`src/rtl/core/tsfa_pkg.sv`:
```
// package for the touch sample filter with affine correction
// holds sizes, limits, register map, state codes and shared types
// no dependencies
`default_nettype none

package tsfa_pkg;

    localparam int BURST_SAMPLES = 10;
    localparam int COEF_SCALE    = 65536;
    localparam int COEF_SHIFT    = $clog2(COEF_SCALE);

    localparam int CODE_W  = 12;
    localparam int COEF_W  = 32;
    localparam int SCR_W   = 16;
    localparam int IDX_W   = $clog2(BURST_SAMPLES);
    localparam int CNT_W   = $clog2(BURST_SAMPLES + 1);
    localparam int PROD_W  = COEF_W + CODE_W + 1;
    localparam int ACC_W   = PROD_W + 3;
    localparam int ADDR_W  = 5;

    localparam int LOW_LIMIT   = 100;
    localparam int HIGH_LIMIT  = 4000;
    localparam int INVERT_BASE = 4096;
    localparam int RANK_LO     = 3;
    localparam int RANK_HI     = 4;
    localparam int TOL_RESET   = 20;

    typedef logic [CODE_W-1:0] t_code;
    typedef logic [IDX_W-1:0]  t_idx;
    typedef logic [CNT_W-1:0]  t_cnt;
    typedef t_code t_code_arr [BURST_SAMPLES];
    typedef t_idx  t_idx_arr  [BURST_SAMPLES];

    typedef struct packed {
        logic signed [COEF_W-1:0] coef_xx;
        logic signed [COEF_W-1:0] coef_xy;
        logic signed [COEF_W-1:0] offset_x;
        logic signed [COEF_W-1:0] coef_yx;
        logic signed [COEF_W-1:0] coef_yy;
        logic signed [COEF_W-1:0] offset_y;
    } t_affine_cfg;

    typedef enum logic [2:0] {
        REG_COEF_XX  = 3'd0,
        REG_COEF_XY  = 3'd1,
        REG_OFFSET_X = 3'd2,
        REG_COEF_YX  = 3'd3,
        REG_COEF_YY  = 3'd4,
        REG_OFFSET_Y = 3'd5,
        REG_CALIB    = 3'd6,
        REG_PAIR_TOL = 3'd7
    } t_reg_addr;

    typedef enum logic [6:0] {
        S_IDLE = 7'b0000001,
        S_EVAL = 7'b0000010,
        S_RANK = 7'b0000100,
        S_SEL  = 7'b0001000,
        S_CHK  = 7'b0010000,
        S_MUL  = 7'b0100000,
        S_PUSH = 7'b1000000
    } t_state;

endpackage

`default_nettype wire

```
`src/rtl/core/tsfa_lane.sv`:
```
// rank lane: position of one buffered code in the stable sorted order
// depends on tsfa_pkg
`default_nettype none

module tsfa_lane (
    input  var tsfa_pkg::t_idx      i_idx,
    input  var tsfa_pkg::t_code_arr i_vals,
    output tsfa_pkg::t_idx          o_rank
);

    logic [tsfa_pkg::BURST_SAMPLES-1:0] w_below;
    tsfa_pkg::t_code                    w_own;

    always_comb begin
        w_own = i_vals[i_idx];
        for (int j = 0; j < tsfa_pkg::BURST_SAMPLES; j++) begin
            w_below[j] = (i_vals[j] < w_own) ||
                         ((tsfa_pkg::IDX_W'(j) < i_idx) && (i_vals[j] == w_own));
        end
    end

    assign o_rank = tsfa_pkg::IDX_W'($countones(w_below));

endmodule

`default_nettype wire

```
`src/rtl/core/tsfa_merge.sv`:
```
// merge stage: picks ranks 3 and 4 per axis, checks spread, averages
// depends on tsfa_pkg
`default_nettype none

module tsfa_merge (
    input  var tsfa_pkg::t_code_arr i_x_vals,
    input  var tsfa_pkg::t_code_arr i_y_vals,
    input  var tsfa_pkg::t_idx_arr  i_x_rank,
    input  var tsfa_pkg::t_idx_arr  i_y_rank,
    input  var tsfa_pkg::t_code     i_tol,
    output tsfa_pkg::t_code         o_ax,
    output tsfa_pkg::t_code         o_ay,
    output logic                    o_ok
);

    tsfa_pkg::t_code                   w_x1, w_x2, w_y1, w_y2;
    logic [tsfa_pkg::CODE_W-1:0]       w_dx, w_dy;
    logic [tsfa_pkg::CODE_W:0]         w_sx, w_sy;

    always_comb begin
        w_x1 = '0;
        w_x2 = '0;
        w_y1 = '0;
        w_y2 = '0;
        for (int i = 0; i < tsfa_pkg::BURST_SAMPLES; i++) begin
            if (i_x_rank[i] == tsfa_pkg::IDX_W'(tsfa_pkg::RANK_LO)) w_x1 |= i_x_vals[i];
            if (i_x_rank[i] == tsfa_pkg::IDX_W'(tsfa_pkg::RANK_HI)) w_x2 |= i_x_vals[i];
            if (i_y_rank[i] == tsfa_pkg::IDX_W'(tsfa_pkg::RANK_LO)) w_y1 |= i_y_vals[i];
            if (i_y_rank[i] == tsfa_pkg::IDX_W'(tsfa_pkg::RANK_HI)) w_y2 |= i_y_vals[i];
        end
    end

    // sorted order means the higher rank is never below the lower one
    assign w_dx = w_x2 - w_x1;
    assign w_dy = w_y2 - w_y1;
    assign w_sx = {1'b0, w_x1} + {1'b0, w_x2};
    assign w_sy = {1'b0, w_y1} + {1'b0, w_y2};

    assign o_ok = (w_dx <= i_tol) && (w_dy <= i_tol);
    assign o_ax = w_sx[tsfa_pkg::CODE_W:1];
    assign o_ay = w_sy[tsfa_pkg::CODE_W:1];

endmodule

`default_nettype wire

```
`src/rtl/core/tsfa_affine.sv`:
```
// affine correction: one shared multiplier stepped over four products,
// then truncating scale-down and 16-bit saturation; depends on tsfa_pkg
`default_nettype none

module tsfa_affine (
    input  var logic                  i_clk,
    input  var logic                  i_rst_n,
    input  var logic                  i_start,
    input  var tsfa_pkg::t_affine_cfg i_cfg,
    input  var tsfa_pkg::t_code       i_ax,
    input  var tsfa_pkg::t_code       i_ay,
    output logic                      o_done,
    output logic [tsfa_pkg::SCR_W-1:0] o_sx,
    output logic [tsfa_pkg::SCR_W-1:0] o_sy
);

    logic                                r_busy;
    logic [2:0]                          r_step;
    logic                                r_done;
    logic signed [tsfa_pkg::PROD_W-1:0]  r_prod;
    logic signed [tsfa_pkg::ACC_W-1:0]   r_acc_x;
    logic signed [tsfa_pkg::ACC_W-1:0]   r_acc_y;
    logic [tsfa_pkg::SCR_W-1:0]          r_sx;
    logic [tsfa_pkg::SCR_W-1:0]          r_sy;

    logic signed [tsfa_pkg::COEF_W-1:0]  w_coef;
    tsfa_pkg::t_code                     w_opnd;

    function automatic logic [tsfa_pkg::SCR_W-1:0] scale_sat(
        input logic signed [tsfa_pkg::ACC_W-1:0] acc
    );
        logic signed [tsfa_pkg::ACC_W-1:0] biased;
        logic signed [tsfa_pkg::ACC_W-1:0] q;
        logic [tsfa_pkg::SCR_W-1:0]        res;
        // bias negatives so the shift truncates toward zero
        biased = acc[tsfa_pkg::ACC_W-1] ?
                 acc + tsfa_pkg::ACC_W'(tsfa_pkg::COEF_SCALE - 1) : acc;
        q = biased >>> tsfa_pkg::COEF_SHIFT;
        if (q > tsfa_pkg::ACC_W'(32767)) begin
            res = 16'h7fff;
        end else if (q < -tsfa_pkg::ACC_W'(32768)) begin
            res = 16'h8000;
        end else begin
            res = q[tsfa_pkg::SCR_W-1:0];
        end
        return res;
    endfunction

    always_comb begin
        case (r_step)
            3'd0:    begin w_coef = i_cfg.coef_xx; w_opnd = i_ax; end
            3'd1:    begin w_coef = i_cfg.coef_xy; w_opnd = i_ay; end
            3'd2:    begin w_coef = i_cfg.coef_yx; w_opnd = i_ax; end
            default: begin w_coef = i_cfg.coef_yy; w_opnd = i_ay; end
        endcase
    end

    always_ff @(posedge i_clk) begin
        if (!i_rst_n) begin
            r_busy <= 1'b0;
            r_step <= '0;
            r_done <= 1'b0;
        end else begin
            r_done <= 1'b0;
            if (i_start) begin
                r_busy <= 1'b1;
                r_step <= '0;
            end else if (r_busy) begin
                if (r_step == 3'd5) begin
                    r_busy <= 1'b0;
                    r_done <= 1'b1;
                end else begin
                    r_step <= r_step + 3'd1;
                end
            end
        end
    end

    always_ff @(posedge i_clk) begin
        if (i_start) begin
            r_acc_x <= tsfa_pkg::ACC_W'(i_cfg.offset_x);
            r_acc_y <= tsfa_pkg::ACC_W'(i_cfg.offset_y);
        end else if (r_busy) begin
            r_prod <= w_coef * $signed({1'b0, w_opnd});
            case (r_step)
                3'd1, 3'd2: r_acc_x <= r_acc_x + tsfa_pkg::ACC_W'(r_prod);
                3'd3, 3'd4: r_acc_y <= r_acc_y + tsfa_pkg::ACC_W'(r_prod);
                3'd5: begin
                    r_sx <= scale_sat(r_acc_x);
                    r_sy <= scale_sat(r_acc_y);
                end
                default: ;
            endcase
        end
    end

    assign o_done = r_done;
    assign o_sx   = r_sx;
    assign o_sy   = r_sy;

endmodule

`default_nettype wire

```
`src/rtl/core/touch_sample_filter_affine.sv`:
```
// touch sample filter top level: stream ports, apb registers, sample buffer
// and sequencer; depends on tsfa_pkg, tsfa_lane, tsfa_merge, tsfa_affine
//
// input stream: one conversion per transaction, pen state in tuser and the
// raw x and y codes in tdata. output stream: pressed flag in tuser, the
// corrected screen x and y in tdata. a pen-up sample gives a release result,
// a valid sample is buffered, and every tenth buffered sample gives a
// position result when ranks 3 and 4 of each axis agree within tolerance.
// nothing is reported while the calibrated register is 0.
// timing: s_axis_tready is low after each accepted sample until the
// sequencer is back in idle. a release result goes from eval to push, a
// position result from the burst-closing sample through rank, merge,
// spread check and six multiplier steps to push; tready returns with it.
// a finished result sits in the output register until m_axis_tready takes it;
// the next sample is still accepted, and the sequencer holds a further result
// until the output register frees up.
// reset clears the sample count, the output valid and the registers
// (pair_tolerance to 20); buffer contents are not cleared.
`default_nettype none

module touch_sample_filter_affine (
    input  var logic                         i_clk,
    input  var logic                         i_rst_n,
    input  var logic                         s_axis_tvalid,
    output logic                             s_axis_tready,
    input  var logic [23:0]                  s_axis_tdata,  // x_code, y_code
    input  var logic                         s_axis_tuser,  // pen_down
    output logic                             m_axis_tvalid,
    input  var logic                         m_axis_tready,
    output logic [31:0]                      m_axis_tdata,  // screen_x, screen_y
    output logic                             m_axis_tuser,  // pressed
    input  var logic                         psel,
    input  var logic                         penable,
    input  var logic                         pwrite,
    input  var logic [tsfa_pkg::ADDR_W-1:0]  paddr,
    input  var logic [31:0]                  pwdata,
    output logic [31:0]                      prdata,
    output logic                             pready
);

    tsfa_pkg::t_state      r_state, n_state;
    tsfa_pkg::t_affine_cfg r_cfg;
    logic                  r_calib;
    tsfa_pkg::t_code       r_tol;

    logic                  r_pen;
    tsfa_pkg::t_code       r_xc;
    tsfa_pkg::t_code       r_yc;
    tsfa_pkg::t_cnt        r_count;
    tsfa_pkg::t_code_arr   r_xbuf;
    tsfa_pkg::t_code_arr   r_ybuf;
    tsfa_pkg::t_idx_arr    r_rank_x;
    tsfa_pkg::t_idx_arr    r_rank_y;
    tsfa_pkg::t_code       r_ax;
    tsfa_pkg::t_code       r_ay;
    logic                  r_ok;

    logic                  r_res_pressed;
    logic [15:0]           r_res_x;
    logic [15:0]           r_res_y;
    logic                  r_out_valid;
    logic                  r_out_pressed;
    logic [15:0]           r_out_x;
    logic [15:0]           r_out_y;

    tsfa_pkg::t_idx_arr    w_rank_x;
    tsfa_pkg::t_idx_arr    w_rank_y;
    tsfa_pkg::t_code       w_ax;
    tsfa_pkg::t_code       w_ay;
    logic                  w_ok;
    logic                  w_aff_done;
    logic [15:0]           w_aff_x;
    logic [15:0]           w_aff_y;

    logic [12:0]           w_xinv;
    logic                  w_in_range;
    logic                  w_last;
    logic                  w_push;
    logic                  w_cfg_wr;
    tsfa_pkg::t_reg_addr   w_addr;

    // configuration port
    assign pready   = 1'b1;
    assign w_addr   = tsfa_pkg::t_reg_addr'(paddr[4:2]);
    assign w_cfg_wr = psel && penable && pwrite && pready;

    always_ff @(posedge i_clk) begin
        if (!i_rst_n) begin
            r_cfg   <= '0;
            r_calib <= 1'b0;
            r_tol   <= tsfa_pkg::CODE_W'(tsfa_pkg::TOL_RESET);
        end else if (w_cfg_wr) begin
            case (w_addr)
                tsfa_pkg::REG_COEF_XX:  r_cfg.coef_xx  <= pwdata;
                tsfa_pkg::REG_COEF_XY:  r_cfg.coef_xy  <= pwdata;
                tsfa_pkg::REG_OFFSET_X: r_cfg.offset_x <= pwdata;
                tsfa_pkg::REG_COEF_YX:  r_cfg.coef_yx  <= pwdata;
                tsfa_pkg::REG_COEF_YY:  r_cfg.coef_yy  <= pwdata;
                tsfa_pkg::REG_OFFSET_Y: r_cfg.offset_y <= pwdata;
                tsfa_pkg::REG_CALIB:    r_calib        <= pwdata[0];
                tsfa_pkg::REG_PAIR_TOL: r_tol          <= pwdata[tsfa_pkg::CODE_W-1:0];
                default: ;
            endcase
        end
    end

    always_comb begin
        case (w_addr)
            tsfa_pkg::REG_COEF_XX:  prdata = r_cfg.coef_xx;
            tsfa_pkg::REG_COEF_XY:  prdata = r_cfg.coef_xy;
            tsfa_pkg::REG_OFFSET_X: prdata = r_cfg.offset_x;
            tsfa_pkg::REG_COEF_YX:  prdata = r_cfg.coef_yx;
            tsfa_pkg::REG_COEF_YY:  prdata = r_cfg.coef_yy;
            tsfa_pkg::REG_OFFSET_Y: prdata = r_cfg.offset_y;
            tsfa_pkg::REG_CALIB:    prdata = {31'd0, r_calib};
            tsfa_pkg::REG_PAIR_TOL: prdata = {20'd0, r_tol};
            default:                prdata = '0;
        endcase
    end

    // sample qualification
    assign w_xinv     = 13'(tsfa_pkg::INVERT_BASE) - {1'b0, r_xc};
    assign w_in_range = (w_xinv > 13'(tsfa_pkg::LOW_LIMIT)) &&
                        (w_xinv < 13'(tsfa_pkg::HIGH_LIMIT)) &&
                        (r_yc > tsfa_pkg::CODE_W'(tsfa_pkg::LOW_LIMIT)) &&
                        (r_yc < tsfa_pkg::CODE_W'(tsfa_pkg::HIGH_LIMIT));
    assign w_last     = (r_count == tsfa_pkg::CNT_W'(tsfa_pkg::BURST_SAMPLES - 1));
    assign w_push     = (r_state == tsfa_pkg::S_PUSH) && (!r_out_valid || m_axis_tready);

    assign s_axis_tready = (r_state == tsfa_pkg::S_IDLE);

    always_comb begin
        n_state = r_state;
        case (r_state)
            tsfa_pkg::S_IDLE: if (s_axis_tvalid) n_state = tsfa_pkg::S_EVAL;
            tsfa_pkg::S_EVAL: begin
                if (!r_calib) begin
                    n_state = tsfa_pkg::S_IDLE;
                end else if (!r_pen) begin
                    n_state = tsfa_pkg::S_PUSH;
                end else if (w_in_range && w_last) begin
                    n_state = tsfa_pkg::S_RANK;
                end else begin
                    n_state = tsfa_pkg::S_IDLE;
                end
            end
            tsfa_pkg::S_RANK: n_state = tsfa_pkg::S_SEL;
            tsfa_pkg::S_SEL:  n_state = tsfa_pkg::S_CHK;
            tsfa_pkg::S_CHK:  n_state = r_ok ? tsfa_pkg::S_MUL : tsfa_pkg::S_IDLE;
            tsfa_pkg::S_MUL:  if (w_aff_done) n_state = tsfa_pkg::S_PUSH;
            tsfa_pkg::S_PUSH: if (w_push) n_state = tsfa_pkg::S_IDLE;
            default:          n_state = tsfa_pkg::S_IDLE;
        endcase
    end

    always_ff @(posedge i_clk) begin
        if (!i_rst_n) begin
            r_state     <= tsfa_pkg::S_IDLE;
            r_count     <= '0;
            r_out_valid <= 1'b0;
        end else begin
            r_state <= n_state;
            if (r_state == tsfa_pkg::S_EVAL) begin
                if (!r_calib || !r_pen) begin
                    r_count <= '0;
                end else if (w_in_range) begin
                    r_count <= w_last ? '0 : r_count + tsfa_pkg::CNT_W'(1);
                end
            end
            if (w_push) begin
                r_out_valid <= 1'b1;
            end else if (m_axis_tready) begin
                r_out_valid <= 1'b0;
            end
        end
    end

    // datapath registers
    always_ff @(posedge i_clk) begin
        if (s_axis_tvalid && s_axis_tready) begin
            r_pen <= s_axis_tuser;
            r_xc  <= s_axis_tdata[11:0];
            r_yc  <= s_axis_tdata[23:12];
        end
        if ((r_state == tsfa_pkg::S_EVAL) && r_calib && r_pen && w_in_range) begin
            r_xbuf[r_count[tsfa_pkg::IDX_W-1:0]] <= w_xinv[tsfa_pkg::CODE_W-1:0];
            r_ybuf[r_count[tsfa_pkg::IDX_W-1:0]] <= r_yc;
        end
        if (r_state == tsfa_pkg::S_RANK) begin
            r_rank_x <= w_rank_x;
            r_rank_y <= w_rank_y;
        end
        if (r_state == tsfa_pkg::S_SEL) begin
            r_ax <= w_ax;
            r_ay <= w_ay;
            r_ok <= w_ok;
        end
        if (r_state == tsfa_pkg::S_EVAL) begin
            r_res_pressed <= 1'b0;
            r_res_x       <= '0;
            r_res_y       <= '0;
        end else if ((r_state == tsfa_pkg::S_MUL) && w_aff_done) begin
            r_res_pressed <= 1'b1;
            r_res_x       <= w_aff_x;
            r_res_y       <= w_aff_y;
        end
        if (w_push) begin
            r_out_pressed <= r_res_pressed;
            r_out_x       <= r_res_x;
            r_out_y       <= r_res_y;
        end
    end

    for (genvar g = 0; g < tsfa_pkg::BURST_SAMPLES; g++) begin : g_lane
        tsfa_lane u_lane_x (
            .i_idx  (tsfa_pkg::IDX_W'(g)),
            .i_vals (r_xbuf),
            .o_rank (w_rank_x[g])
        );
        tsfa_lane u_lane_y (
            .i_idx  (tsfa_pkg::IDX_W'(g)),
            .i_vals (r_ybuf),
            .o_rank (w_rank_y[g])
        );
    end

    tsfa_merge u_merge (
        .i_x_vals (r_xbuf),
        .i_y_vals (r_ybuf),
        .i_x_rank (r_rank_x),
        .i_y_rank (r_rank_y),
        .i_tol    (r_tol),
        .o_ax     (w_ax),
        .o_ay     (w_ay),
        .o_ok     (w_ok)
    );

    tsfa_affine u_affine (
        .i_clk   (i_clk),
        .i_rst_n (i_rst_n),
        .i_start ((r_state == tsfa_pkg::S_CHK) && r_ok),
        .i_cfg   (r_cfg),
        .i_ax    (r_ax),
        .i_ay    (r_ay),
        .o_done  (w_aff_done),
        .o_sx    (w_aff_x),
        .o_sy    (w_aff_y)
    );

    assign m_axis_tvalid = r_out_valid;
    assign m_axis_tuser  = r_out_pressed;
    assign m_axis_tdata  = {r_out_y, r_out_x};

endmodule

`default_nettype wire
```
`config.mk`:
```
export PLATFORM = sky130hd
export DESIGN_NAME = touch_sample_filter_affine
export DESIGN_NICKNAME = d
export VERILOG_FILES = /design/src/rtl/core/tsfa_pkg.sv /design/src/rtl/core/tsfa_lane.sv /design/src/rtl/core/tsfa_merge.sv /design/src/rtl/core/tsfa_affine.sv /design/src/rtl/core/touch_sample_filter_affine.sv
export SDC_FILE = /design/constraint.sdc
export NUM_CORES = 2
export LEC_CHECK = 0
export ABC_AREA = 0
export BUFFER_PORTS_ARGS = -buffer_cell sky130_fd_sc_hd__buf_4
export CAP_MARGIN = 20
export CORE_ASPECT_RATIO = 0.5
export CORE_MARGIN = 2
export CORE_UTILIZATION = 48
export CTS_CLUSTER_SIZE = 30
export DETAILED_ROUTE_END_ITERATION = 16
export GPL_TIMING_DRIVEN = 0
export SKIP_CTS_REPAIR_TIMING = 1
export SLEW_MARGIN = 0
export SYNTH_ARGS = -nofsm -noshare
export SYNTH_HDL_FRONTEND = slang
export SYNTH_SLANG_ARGS = --single-unit
```
`constraint.sdc`:
```
create_clock -name i_clk -period 9.1 [get_ports i_clk]
set_clock_uncertainty 0.1 [all_clocks]
set_input_delay 1.365 -clock i_clk [delete_from_list [all_inputs] [get_ports i_clk]]
set_output_delay 1.365 -clock i_clk [all_outputs]
set_load 0.01 [all_outputs]
```
-- After elaboration in Yosys (flattened, before gate mapping)
Cells that the tools add are included.
- add/sub/neg operators: 191
- multiply operators: 1
- order comparisons: 212
- eq/ne operators: 153
- muxes and demuxes: 74
- bitwise operators: 41
- reductions and logical operators: 137
- operators with widths (operator ; number):
    less-than comparator 12 bit ; 200
    equality test 12 bit ; 90
    2-to-1 mux 12 bit ; 42
    OR 12 bit ; 36
    2-to-1 mux 48 bit ; 8
    adder 4 bit ; 80
    one-hot mux 32 bit (8 select lines) ; 1
    bitwise mux 120 bit ; 2
    adder 1 x 1 -> 2 bit ; 100
    adder 48 x 17 -> 48 bit (second input constant) ; 2
    adder 48 x 45 -> 48 bit ; 2
    one-hot mux 32 bit (3 select lines) ; 1
    logical OR 1 bit ; 92
    equality test 4 x 2 -> 1 bit (second input constant) ; 20
    equality test 4 x 3 -> 1 bit (second input constant) ; 20
    > comparator 32 x 16 -> 1 bit (second input constant) ; 2
    less-than comparator 32 x 16 -> 1 bit (second input constant) ; 2
    one-hot mux 7 bit (7 select lines) ; 1
    demux 12 bit (select 4 bit) ; 1
    multiplier 32 x 13 -> 45 bit ; 1
    2-to-1 mux 7 bit ; 5
    2-to-1 mux 16 bit ; 2
    adder 12 x 12 -> 13 bit ; 2
    AND reduction 2 bit ; 13
    other kinds (37) ; 84
- register bits after elaboration: 831
- input bits: 69
- output and inout port bits: 68
- logic and storage cells: 880

-- Longest topological paths before layout
- depth in word-level cells: 23
- gate-level depth with buffers: 32
- depth with buffers taken out: 29

-- Cells and area by module
From an unflattened synthesis, not the netlist that was laid out.
- cells, all modules: 14233
- area total of the unflattened synthesis: 132943.8 um^2
- modules (own cells, without submodules) (module ; times used ; cells an instance ; area each (um^2) ; seq. area each (um^2)):
    tsfa_lane at g_lane[2].u_lane_x ... ; 8 ; 426 ; 3833.7 ; 0.0
    tsfa_lane at g_lane[0].u_lane_x ... ; 7 ; 429 ; 3887.5 ; 0.0
    tsfa_affine ; 1 ; 2997 ; 26623.0 ; 5295.1
    touch_sample_filter_affine ; 1 ; 1889 ; 23552.6 ; 17106.4
    tsfa_merge ; 1 ; 808 ; 5666.7 ; 0.0
    tsfa_lane at g_lane[3].u_lane_y ; 1 ; 424 ; 3895.0 ; 0.0
    tsfa_lane at g_lane[0].u_lane_y ; 1 ; 427 ; 3838.7 ; 0.0
    tsfa_lane at g_lane[3].u_lane_x ; 1 ; 428 ; 3833.7 ; 0.0
    tsfa_lane at g_lane[6].u_lane_y ; 1 ; 424 ; 3833.7 ; 0.0
    tsfa_lane at g_lane[1].u_lane_y ; 1 ; 425 ; 3818.7 ; 0.0

-- Worst setup path before layout
Ideal clock, no wire load.
- kind: register to register
- start: register u_affine.r_step[0]
- end: register u_affine.r_prod[41] (netlist name) (data pin)
- library setup time: 0.260 ns
- arrival: 7.270 ns
- required time: 8.740 ns
- slack: 1.470 ns
- stages on the path, launching flop included: 29
- buffers on the path: 3
- period minus slack after synthesis: 7.630 ns
- cells stage by stage: dfxtp_1 > inv_1 > ha_1 > nor2b_1 > clkbuf_1 > nor2_1 > clkbuf_1 > mux2_2 > clkbuf_1 > nand2_1 > fa_1 > inv_1 > fa_1 > inv_1 > fa_1 > inv_1 > fa_1 > fa_1 > ha_1 > o21a_1 > o211a_1 > a221oi_1 > nand3_1 > nand4_1 > a211oi_1 > o41ai_1 > o21ai_0 > mux2i_1 > nand3_1
- word-level cells in the longest chain between the ends: 4
- elaborated cells between the ends (all ways): 7
- classes of those cells: mul (1); eq/ne (2); mux (2); reduce/logical (2)
- ends and longest elaborated chain (what ; RTL line ; text):
    start, declared ; tsfa_affine.sv:18 ; logic [2:0] r_step;
    start signal, assigned ; tsfa_affine.sv:73 ; r_step <= r_step + 3'd1;
    equality test 3 x 2 -> 1 bit or zero test 3 bit (tied branches) ; tsfa_affine.sv:50 ; case (r_step)
    OR reduction 2 bit (no line) ; n/a ;
    2-to-1 mux 12 bit ; tsfa_affine.sv:50 ;
    multiplier 32 x 13 -> 45 bit (*) ; tsfa_affine.sv:84 ; r_prod <= w_coef * $signed({1'b0, w_opnd});
    end signal, assigned ; tsfa_affine.sv:84 ;
    end, declared ; tsfa_affine.sv:20 ; logic signed [tsfa_pkg::PROD_W-1:0] r_prod;
Every way passes the cells marked *; elsewhere a longest branch is shown, timed or not.
A chain may end at the register's enable or synchronous reset.

-- Worst setup path in the final report
Ends and elaborated chain as after synthesis.

==> impl_metrics.json <==
{
  "arrival_ns": 9.15,
  "first_pass_iters": 11,
  "initial_core_util": 0.483,
  "critPathBufInv": 6,
  "worstSkewPairLatency_ns": 0.75,
  "portBuffers": 130,
  "layout-drive-gt1-share": 0.0560,
  "slew_violations": 0,
  "grt_pass1_vias": 67800,
  "power_frac_comb": 0.042,
  "setup-tns-final_ns": 0,
  "gp_congestion": 1.03,
  "post_drt_via_cell_ratio": 6.20,
  "yosysWarnings": 0,
  "path_max_fanout": 10,
  "grt_pass1_wl_mm": 478,
  "n_fill_cell": 16100,
  "p_int_mw": 6.17,
  "overflow": 0,
  "synth_cells": 8964,
  "cpMaxStageDelayCell": "mux2i_2",
  "max-cap-violations": 0,
  "async_flop_share": 0,
  "synth_common_cells": "ha_1 (1,490), nand2_1 (967), inv_1 (926)",
  "path_class": "reg -> reg",
  "status": "complete, no violations",
  "fin_nets": 11300,
  "cp-end-kind": "register",
  "syn_nets": 11000,
  "required_ns": 9.48,
  "yosysMostFrequentCell": "ha_1",
  "final_cells": 11700,
  "design_area_um2": 91600,
  "peakVddDrop_mv": 0.143,
  "drc_errors": 0,
  "dp_hpwl_mm": 268,
  "chipHeight_um": 299,
  "ff2ff_setup_slack_ns": 0.34,
  "area_growth_pct": 9.60,
  "yosysSeqAreaShare": 0.268,
  "yosys.area.top_type": "ha_1",
  "slew_headroom": 0.0971,
  "die_area_um2": 178000,
  "p_seq_frac": 0.496,
  "syn_area_um2": 83600,
  "antenna_found_initial": 24,
  "rows": 108,
  "drt_iter0_markers": 8813,
  "timing.hold.ws_ns": 0.329,
  "fin_ws_ns": 0.337,
  "setup_violations": 0,
  "yosys-top-cells-area": "ha_1 (22%), edfxtp_1 (21%), fa_1 (11%), dfxtp_1 (6.1%), nand2_1 (4.3%)",
  "grt_util_all_layers": 0.371,
  "hp-class": "reg -> reg",
  "routedWlPerCell_um": 28.9,
  "clock_sinks": 831,
  "ys_seq_elements": 831,
  "cts_tree": "done",
  "core_um2": 173000,
  "antenna_left": 0,
  "critical-path-max-stage-delay_ns": 0.60,
  "hold_viol": 0,
  "die_w_um": 594,
  "leakage_nw": 41.4,
  "utilization": 0.529,
  "htreeDepth": 3,
  "worst_slew_pin_slew_ns": 1.34,
  "rsz0062_at_grt": "false",
  "worst_setup_path_start_kind": "register",
  "grt_max_degree": 57,
  "ys.flop_type": "edfxtp_1",
  "finalCritPeriodShare": 0.963,
  "wl_mm": 337,
  "power.density_nw_per_um2": 90.2,
  "vias": 72300,
  "ios": 137,
  "postPlaceCellArea_um2": 88400,
  "numCtsBuffers": 86,
  "p_total_mw": 8.26,
  "timing.fmax_mhz": 114,
  "clockBufferDepth": 3,
  "yosys.area.top_type_share": 0.223,
  "clk_pin_slew_ns": 0.07,
  "avgSynthCellArea_um2": 9.33,
  "cpMostUsedCell": "fa_1",
  "critical_path.top_delay_family": "adder cells",
  "dp_worst_setup_slack_ns": -0.857,
  "sw_frac_of_total": 0.254,
  "p_clk_frac": 0.461,
  "cts_root_buf": "clkbuf_16",
  "min_period_ns": 8.76,
  "power_switching_mw": 2.10,
  "synthDistinctLibCells": 85,
  "synth_edf_count": 576,
  "place_inst": 11500
}
-- worst reg2reg max path, delay by kind of cell (launching register included) --
family	cells	cell delay (ns)
DFF	1	0.40
and+or+nand+nor	5	0.92
muxes	2	0.84
AOI/OAI and AO/OA	8	1.82
adders and majority gates	7	3.11
buffers and inverters	6	1.31
-- cells by family (layout without fill, tap and decap cells) --
| group | count (synthesis) | count (layout) | share of synthesized area |
|---|---|---|---|
| other | 1 | 17 | 0.0000449 |
| buffers and inverters | 1206 | 1575 | 0.0544 |
| xor gates and xnor gates | 241 | 241 | 0.0253 |
| muxes | 76 | 76 | 0.00983 |
| DFF | 831 | 831 | 0.268 |
| AOI/OAI and AO/OA | 2124 | 2124 | 0.166 |
| and+or+nand+nor | 2553 | 2553 | 0.147 |
| adders and majority gates | 1932 | 1932 | 0.329 |
-- final timing paths --
check                startpoint             endpoint  cells after the start
max reg2reg  u_affine.r_step[0]  u_affine.r_prod[41]                     28
max          u_affine.r_step[0]  u_affine.r_prod[41]                     28
min reg2reg          r_res_x[1]           r_out_x[1]                      0
min                  r_res_x[1]           r_out_x[1]                      0
-- power by group through the flow --
stage               combinational (mW)  clock [mW]  sequential (mW)
finish                           0.350        3.81             4.10
CTS                              0.339        3.84             4.10
detailed placement               0.338           0             4.18
floorplan                        0.171           0             4.15
global route                     0.368        3.98             4.10
global placement                 0.329           0             4.18
-- placed cells by master (no fill, tap or decap), types with 92 or more instances in the layout --
cell type	instances
xnor2_1	131
fa_1	442
inv_1	926
xor2_1	109
o21ai_0	356
a21o_1	413
clkbuf_1	242
a21oi_1	525
nand2b_1	151
nor2b_1	168
nor2_1	502
dfxtp_1	255
edfxtp_1	576
clkbuf_16	92
ha_1	1490
buf_4	145
a22oi_1	212
a21boi_0	206
nand4_1	345
nand2_1	965
-- sequential cells by signal (all words and copies together), names as in the netlist, 3 cells and up --
signal / count
r_out_x: 16
r_xbuf: 120
r_rank_x: 40
r_ay: 12
r_tol: 12
r_out_y: 16
r_res_y: 16
u_affine.r_acc_x: 48
r_ybuf: 120
u_affine.r_step: 3
r_xc: 12
r_res_x: 16
u_affine.r_acc_y: 48
u_affine.o_sx: 16
r_rank_y: 40
r_ax: 12
u_affine.r_prod: 45
r_cfg: 192
u_affine.o_sy: 16
r_count: 4
r_yc: 12
r_state: 7
-- layout make-up --
class | count | area, um2 | area share
Timing Repair Buffer | 209 | 1900 | 0.0207
Clock inverter | 46 | 472 | 0.00515
Antenna cell | 16 | 40.0 | 0.000437
Tap cell | 2310 | 2890 | 0.0315
Buffer | 279 | 1090 | 0.0119
Multi-Input combinational cell | 6927 | 56900 | 0.621
Clock buffer | 114 | 2450 | 0.0268
Sequential cell | 831 | 22400 | 0.245
Inverter | 927 | 3480 | 0.0380
-- routing by layer --
metal / routed length (um) / part of all wire / vias to the layer above / track usage
li1: - / - / 32700 / -
met1: 146000 / 0.43 / 35100 / 0.525
met2: 133000 / 0.40 / 3789 / 0.523
met3: 43500 / 0.13 / 646 / 0.128
met4: 13600 / 0.040 / 12 / 0.128
met5: 76 / 0.00023 / - / 0.00444
Power figures use the tool's default switching activity.
